**src/rtl/bsmd_pkg.sv**
```systemverilog
// Shared types, constants and the bank table of the bank-switched memory decoder.
`default_nettype none

package bsmd_pkg;

    localparam int COLOR_DEPTH = 1024;
    localparam logic [15:0] COLOR_BASE = 16'hD800;
    localparam logic [15:0] VIDEO_MASK = 16'h003F;
    localparam logic [15:0] CIA_MASK   = 16'h000F;
    localparam logic [2:0]  PORT_DATA_RESET = 3'h7;

    typedef enum logic [3:0] {
        RG_RAM    = 4'd0,
        RG_PORT   = 4'd1,
        RG_BASIC  = 4'd2,
        RG_CHAR   = 4'd3,
        RG_KERNAL = 4'd4,
        RG_CARTLO = 4'd5,
        RG_CARTHI = 4'd6,
        RG_VIDEO  = 4'd7,
        RG_SOUND  = 4'd8,
        RG_COLOR  = 4'd9,
        RG_CIA1   = 4'd10,
        RG_CIA2   = 4'd11,
        RG_IO1    = 4'd12,
        RG_IO2    = 4'd13,
        RG_NONE   = 4'd14,
        RG_IOBLK  = 4'd15
    } region_t;

    // Where the read data of an item comes from.
    typedef enum logic [2:0] {
        SRC_ZERO,
        SRC_RAM,
        SRC_COLOR,
        SRC_DIR,
        SRC_PORT,
        SRC_OPEN
    } src_t;

    typedef struct packed {
        region_t     region;
        logic [15:0] local_addr;
        src_t        src;
        logic        main_we;
        logic        color_we;
        logic        dir_we;
        logic        port_we;
    } dec_t;

    // Columns: $1000-$7FFF, $8000-$9FFF, $A000-$BFFF, $C000-$CFFF, $D000-$DFFF, $E000-$FFFF
    localparam region_t BANK_ROWS [32][6] = '{
        '{RG_RAM, RG_RAM, RG_RAM, RG_RAM, RG_RAM, RG_RAM},
        '{RG_RAM, RG_RAM, RG_RAM, RG_RAM, RG_RAM, RG_RAM},
        '{RG_RAM, RG_RAM, RG_CARTHI, RG_RAM, RG_CHAR, RG_KERNAL},
        '{RG_RAM, RG_CARTLO, RG_CARTHI, RG_RAM, RG_CHAR, RG_KERNAL},
        '{RG_RAM, RG_RAM, RG_RAM, RG_RAM, RG_RAM, RG_RAM},
        '{RG_RAM, RG_RAM, RG_RAM, RG_RAM, RG_IOBLK, RG_RAM},
        '{RG_RAM, RG_RAM, RG_CARTHI, RG_RAM, RG_IOBLK, RG_KERNAL},
        '{RG_RAM, RG_CARTLO, RG_CARTHI, RG_RAM, RG_IOBLK, RG_KERNAL},
        '{RG_RAM, RG_RAM, RG_RAM, RG_RAM, RG_RAM, RG_RAM},
        '{RG_RAM, RG_RAM, RG_RAM, RG_RAM, RG_CHAR, RG_RAM},
        '{RG_RAM, RG_RAM, RG_RAM, RG_RAM, RG_CHAR, RG_KERNAL},
        '{RG_RAM, RG_CARTLO, RG_BASIC, RG_RAM, RG_CHAR, RG_KERNAL},
        '{RG_RAM, RG_RAM, RG_RAM, RG_RAM, RG_RAM, RG_RAM},
        '{RG_RAM, RG_RAM, RG_RAM, RG_RAM, RG_IOBLK, RG_RAM},
        '{RG_RAM, RG_RAM, RG_RAM, RG_RAM, RG_IOBLK, RG_KERNAL},
        '{RG_RAM, RG_CARTLO, RG_BASIC, RG_RAM, RG_IOBLK, RG_KERNAL},
        '{RG_NONE, RG_CARTLO, RG_NONE, RG_NONE, RG_IOBLK, RG_CARTHI},
        '{RG_NONE, RG_CARTLO, RG_NONE, RG_NONE, RG_IOBLK, RG_CARTHI},
        '{RG_NONE, RG_CARTLO, RG_NONE, RG_NONE, RG_IOBLK, RG_CARTHI},
        '{RG_NONE, RG_CARTLO, RG_NONE, RG_NONE, RG_IOBLK, RG_CARTHI},
        '{RG_NONE, RG_CARTLO, RG_NONE, RG_NONE, RG_IOBLK, RG_CARTHI},
        '{RG_NONE, RG_CARTLO, RG_NONE, RG_NONE, RG_IOBLK, RG_CARTHI},
        '{RG_NONE, RG_CARTLO, RG_NONE, RG_NONE, RG_IOBLK, RG_CARTHI},
        '{RG_NONE, RG_CARTLO, RG_NONE, RG_NONE, RG_IOBLK, RG_CARTHI},
        '{RG_RAM, RG_RAM, RG_RAM, RG_RAM, RG_RAM, RG_RAM},
        '{RG_RAM, RG_RAM, RG_RAM, RG_RAM, RG_CHAR, RG_RAM},
        '{RG_RAM, RG_RAM, RG_RAM, RG_RAM, RG_CHAR, RG_KERNAL},
        '{RG_RAM, RG_RAM, RG_BASIC, RG_RAM, RG_CHAR, RG_KERNAL},
        '{RG_RAM, RG_RAM, RG_RAM, RG_RAM, RG_RAM, RG_RAM},
        '{RG_RAM, RG_RAM, RG_RAM, RG_RAM, RG_IOBLK, RG_RAM},
        '{RG_RAM, RG_RAM, RG_RAM, RG_RAM, RG_IOBLK, RG_KERNAL},
        '{RG_RAM, RG_RAM, RG_BASIC, RG_RAM, RG_IOBLK, RG_KERNAL}
    };

    // Map the top address nibble to a bank table column.
    function automatic logic [2:0] nibble_col(input logic [3:0] nib);
        logic [2:0] col;
        case (nib)
            4'h8, 4'h9: col = 3'd1;
            4'hA, 4'hB: col = 3'd2;
            4'hC:       col = 3'd3;
            4'hD:       col = 3'd4;
            4'hE, 4'hF: col = 3'd5;
            default:    col = 3'd0;
        endcase
        return col;
    endfunction

endpackage

`default_nettype wire

```
**src/rtl/bsmd_decode.sv**
```systemverilog
// Address decoder: bank table lookup, I/O block split and per-item actions.
`default_nettype none

module bsmd_decode (
    input  wire logic           op,
    input  wire logic [15:0]    addr,
    input  wire logic           game_line,
    input  wire logic           exrom_line,
    input  wire logic [2:0]     port_bank,
    output bsmd_pkg::dec_t      dec
);

    logic [4:0]        bank;
    bsmd_pkg::region_t raw;
    bsmd_pkg::region_t mapped;
    logic [15:0]       local_addr;

    assign bank = {exrom_line, game_line, port_bank};

    always_comb
    begin
        if (addr[15:12] == 4'h0)
        begin
            raw = (addr[15:1] == 15'd0) ? bsmd_pkg::RG_PORT : bsmd_pkg::RG_RAM;
        end
        else
        begin
            raw = bsmd_pkg::BANK_ROWS[bank][bsmd_pkg::nibble_col(addr[15:12])];
        end
    end

    // Split the I/O block by the second address nibble.
    always_comb
    begin
        mapped     = raw;
        local_addr = addr;
        if (raw == bsmd_pkg::RG_IOBLK)
        begin
            unique case (addr[11:8])
                4'h0, 4'h1, 4'h2, 4'h3:
                begin
                    mapped     = bsmd_pkg::RG_VIDEO;
                    local_addr = addr & bsmd_pkg::VIDEO_MASK;
                end
                4'h4, 4'h5, 4'h6, 4'h7: mapped = bsmd_pkg::RG_SOUND;
                4'h8, 4'h9, 4'hA, 4'hB: mapped = bsmd_pkg::RG_COLOR;
                4'hC:
                begin
                    mapped     = bsmd_pkg::RG_CIA1;
                    local_addr = addr & bsmd_pkg::CIA_MASK;
                end
                4'hD:
                begin
                    mapped     = bsmd_pkg::RG_CIA2;
                    local_addr = addr & bsmd_pkg::CIA_MASK;
                end
                4'hE:    mapped = bsmd_pkg::RG_IO1;
                default: mapped = bsmd_pkg::RG_IO2;
            endcase
        end
    end

    always_comb
    begin
        dec            = '0;
        dec.region     = mapped;
        dec.local_addr = local_addr;
        dec.src        = bsmd_pkg::SRC_ZERO;
        if (op)
        begin
            unique case (mapped) inside
                bsmd_pkg::RG_PORT:
                begin
                    dec.dir_we  = ~addr[0];
                    dec.port_we = addr[0];
                end
                bsmd_pkg::RG_RAM, bsmd_pkg::RG_BASIC, bsmd_pkg::RG_CHAR,
                bsmd_pkg::RG_KERNAL:
                begin
                    // ROM regions write through to the RAM underneath
                    dec.main_we = 1'b1;
                    dec.region  = bsmd_pkg::RG_RAM;
                end
                bsmd_pkg::RG_COLOR: dec.color_we = 1'b1;
                default: ;
            endcase
        end
        else
        begin
            unique case (mapped)
                bsmd_pkg::RG_PORT:
                    dec.src = addr[0] ? bsmd_pkg::SRC_PORT : bsmd_pkg::SRC_DIR;
                bsmd_pkg::RG_RAM:   dec.src = bsmd_pkg::SRC_RAM;
                bsmd_pkg::RG_COLOR: dec.src = bsmd_pkg::SRC_COLOR;
                bsmd_pkg::RG_NONE:  dec.src = bsmd_pkg::SRC_OPEN;
                default:            dec.src = bsmd_pkg::SRC_ZERO;
            endcase
        end
    end

endmodule

`default_nettype wire

```
**config.mk**
```make
export PLATFORM = sky130hd
export DESIGN_NAME = bsmd_decode
export DESIGN_NICKNAME = d
export VERILOG_FILES = /design/src/rtl/bsmd_pkg.sv /design/src/rtl/bsmd_decode.sv
export SDC_FILE = /design/constraint.sdc
export NUM_CORES = 1
export LEC_CHECK = 0
export ABC_AREA = 1
export CAP_MARGIN = 10
export CORE_AREA = 2 2 39 41
export DETAILED_ROUTE_END_ITERATION = 12
export DIE_AREA = 0 0 41 43
export DONT_BUFFER_PORTS = 1
export PLACE_DENSITY = 0.65
export REMOVE_ABC_BUFFERS = 1
export SLEW_MARGIN = 10
export SYNTH_ARGS = -nofsm -noshare
export SYNTH_HDL_FRONTEND = slang
export SYNTH_SLANG_ARGS = --single-unit
```
**constraint.sdc**
```tcl
create_clock -name vclk -period 2.2
set_input_delay 0.44 -clock vclk [all_inputs]
set_output_delay 0.44 -clock vclk [all_outputs]
set_load 0.1 [all_outputs]
```
==> impl_metrics.py, run 1 <==
metrics = {
    "floorplanning": {
        "start_util_pct": 50.7,
        "ios": 49,
        "chipHeight_um": 43,
        "die_w_um": 41,
        "rows": 14,
    },
    "outcome": {
        "outcome": "did not finish",
        "error": "[ERROR DPL-0038] Utilization greater than 100%, impossible to legalize",
        "haltStage": "4_1_cts",
    },
    "logic_synthesis": {
        "synthCells": 141,
        "netlist_area_um2": 702,
        "synth_top_cell_by_area": "nor2_1",
        "ys_types": 23,
        "netlist_top_cells_count": "28 x nor2_1, 26 x nand2_1, 21 x inv_1",
        "ys_warn_count": 0,
        "synth.most_common_cell": "nor2_1",
        "synth_seq_area_share_pct": 0,
        "syn_area_per_cell_um2": 4.98,
        "synth_top_area_share_pct": 15.0,
        "synthTopCellsByArea": "nor2_1 15%, nand2_1 14%, inv_1 11%, nand3_1 10%, nand3_2 5.7%",
    },
    "placed_design": {
        "port-buffer-count": 0,
        "dp_hpwl_mm": 2.52,
        "gp_congestion": 0.755,
        "dpl-instance-area_um2": 1300,
    },
    "clocking": {
        "cts_hold_buf": 0,
        "postCtsSetupBuffers": 3,
        "cts-resized-gates": 41,
    },
}
cell families after synthesis:
group / after synthesis / synth area share [%]
AOI/OAI and AO/OA: 19 / 16.8
buffers and inverters: 32 / 19.3
and+or+nand+nor: 90 / 64.0
metrics by stage:
stage,instances,setup slack (ns),utilization [%]
after floorplan,136,-2.47,-
after detailed placement,187,-0.311,93.8
after global placement,187,-0.0922,93.8
==> run 2: changes to the inputs <==
Settings changed: CORE_AREA 2 2 39 41 to 2 2 63 65, DIE_AREA 0 0 41 43 to 0 0 65 67, PLACE_DENSITY 0.65 to unset, PLACE_DENSITY_LB_ADDON set to 0.15.
==> run 2 against run 1 <==
The flow now finishes, with violations (setup timing). Area after synthesis did not move. Synthesized cell count did not move.
==> impl_metrics.py, run 2 <==
metrics = {
    "logic_synthesis": {
        "ys_types": 23,
        "synth_top_area_share_pct": 15.0,
        "syn_area_per_cell_um2": 4.98,
        "ys_warn_count": 0,
        "netlist_area_um2": 702,
        "synthTopCellsByArea": "nor2_1 15%, nand2_1 14%, inv_1 11%, nand3_1 10%, nand3_2 5.7%",
        "netlist_top_cells_count": "28 x nor2_1, 26 x nand2_1, 21 x inv_1",
        "synthCells": 141,
        "synth.most_common_cell": "nor2_1",
        "synth_seq_area_share_pct": 0,
        "synth_top_cell_by_area": "nor2_1",
    },
    "power": {
        "power_frac_comb_pct": 100.0,
        "power.density_nw_per_um2": 344,
        "clockPowerShare_pct": 0,
        "p_int_mw": 0.207,
        "power_frac_seq_pct": 0,
        "p_leak_nw": 0.731,
        "swShare_pct": 63.5,
        "peakVddDrop_mv": 0.140,
        "p_total_mw": 0.566,
        "p_sw_mw": 0.359,
    },
    "drt": {
        "drtIter0Drc": 24,
        "drc": 0,
        "vias_per_cell": 4.41,
        "num_vias": 1015,
        "routed_wl_mm": 2.53,
        "ant_nets": 0,
        "wl_per_cell_um": 11.0,
        "drtPass1Iterations": 4,
    },
    "grt": {
        "grt_start_max_net_pins": 9,
        "grt_pass1_vias": 1030,
        "grtUsageTotal_pct": 11.4,
        "grt_pass1_wl_mm": 4.17,
        "antenna_found_initial": 0,
        "overflow": 0,
    },
    "layout": {
        "seqCellArea_um2": 0,
        "final_cell_mix": "20 x buf_12, 20 x buf_4, 18 x nand2_1",
        "diodes": 0,
        "syn2layout_area_growth_pct": 134,
        "drive_above_1_share_pct": 62.6,
        "nets": 206,
        "nClkBuffers": 0,
        "final_cell_area_um2": 1650,
        "seq_cells": 0,
    },
    "setup_path": {
        "start_kind": "input port",
        "crit_arrival_ns": 1.84,
        "critPathCaptureType": "primary output",
        "critPathSlowestCell": "nor3_4",
        "critPathKind": "in2out",
        "worst_path_largest_cell_delay_ns": 0.18,
        "crit_fanout": 5,
        "required_ns": 1.76,
        "cp_cell_sequence": "inv_12, nor2_4, inv_2, nor2_4, inv_4, nand2_2, nand2_2, nand2_4, nand2_4, buf_6, nor3_4, buf_6, nor2_2, buf_12",
    },
    "clocking": {
        "cts_hold_buf": 0,
    },
    "hold_path": {
        "worst_hold_path_type": "in2out",
    },
    "timing": {
        "hold_viol": 0,
        "fmax_mhz": 438,
        "min_period_ns": 2.28,
        "period_share_pct": 104,
        "rsz0062_at_grt": "true",
        "maxSlewViolCount": 0,
        "maxSlewHeadroom_pct": 69.7,
        "setup_slack_ns": -0.0825,
        "worstMarginPinSlew_ns": 0.454,
        "setup_viol": 13,
    },
    "placed_design": {
        "dpl-instance-area_um2": 1390,
        "gp_congestion": 0.802,
        "port-buffer-count": 0,
        "dp_hpwl_mm": 2.03,
    },
    "floorplanning": {
        "chipHeight_um": 67,
        "rows": 22,
        "die_area_um2": 4360,
        "core_region_area_um2": 3610,
        "start_util_pct": 19.5,
        "ios": 49,
        "die_w_um": 65,
    },
    "job": {
        "max_cap_violations": 0,
    },
    "outcome": {
        "outcome": "finished with violations",
        "violations": "setup timing",
    },
}
-- run 2: cell counts after synthesis --
Identical to the previous run, type by type.
-- run 2: cell families (layout without fill, tap and decap cells) --
logic type             count (synthesis)  in the layout  synth area share, %
and+or+nand+nor                       90             90                 64.0
buffers and inverters                 32             73                 19.3
AOI/OAI and AO/OA                     19             19                 16.8
-- run 2: path summary, 6_finish.rpt --
check | from | end | cells past startpoint
worst max-delay path | addr[14] | dec[11] | 14
worst min-delay path | addr[1] | dec[8] | 0
-- run 2: area by class of cell --
type               count  area (µm²)
inverters             27         130
fillers              355        1960
well taps             48        60.1
repair buffers        46         632
multi-input cells    109         823
-- run 2: worst max-delay path, delay by kind of cell --
family | cells | cell delay, ns
buffers and inverters | 6 | 0.57
and+or+nand+nor | 8 | 0.81
-- run 2: through the flow --
| step | hold slack, ns | instances | util (%) | setup TNS (ns) | setup WS (ns) |
|---|---|---|---|---|---|
| CTS | 0.881 | 227 | 40.9 | -0.439 | -0.0706 |
| finish | 0.880 | 230 | 45.6 | -0.609 | -0.0825 |
| floorplan | 0.880 | 136 | - | -19.11 | -2.47 |
| detailed placement | 0.881 | 227 | 38.4 | -2.04 | -0.180 |
| global route | 0.880 | 230 | 45.6 | -2.17 | -0.177 |
| global placement | 0.881 | 227 | 38.4 | -1.11 | -0.119 |
-- run 2: timing repair --
| action | 4_1_cts | 5_1_grt |
|---|---|---|
| gates resized for setup | 22 | 37 |
| pin swaps | 4 | 22 |
| buffers inserted | 0 | 3 |
| cloned | 0 | 0 |
| endpoints found under the setup margin | 18 | 18 |
-- run 2: power groups by stage --
stage / Sequential, mW / Clock [mW] / Combinational (mW)
2_1_floorplan: 0 / 0 / 0.313
3_3_place_gp: 0 / 0 / 0.498
3_5_place_dp: 0 / 0 / 0.501
4_1_cts: 0 / 0 / 0.521
5_1_grt: 0 / 0 / 0.596
6_report: 0 / 0 / 0.566
-- run 2: layer usage --
| metal | share of wire (%) | track usage [%] |
|---|---|---|
| met4 | 0 | 0 |
| met1 | 40 | 14.0 |
| met3 | 6.0 | 1.52 |
| met2 | 54 | 22.0 |
| met5 | 0 | 0 |
Power figures use the tool's default switching activity.
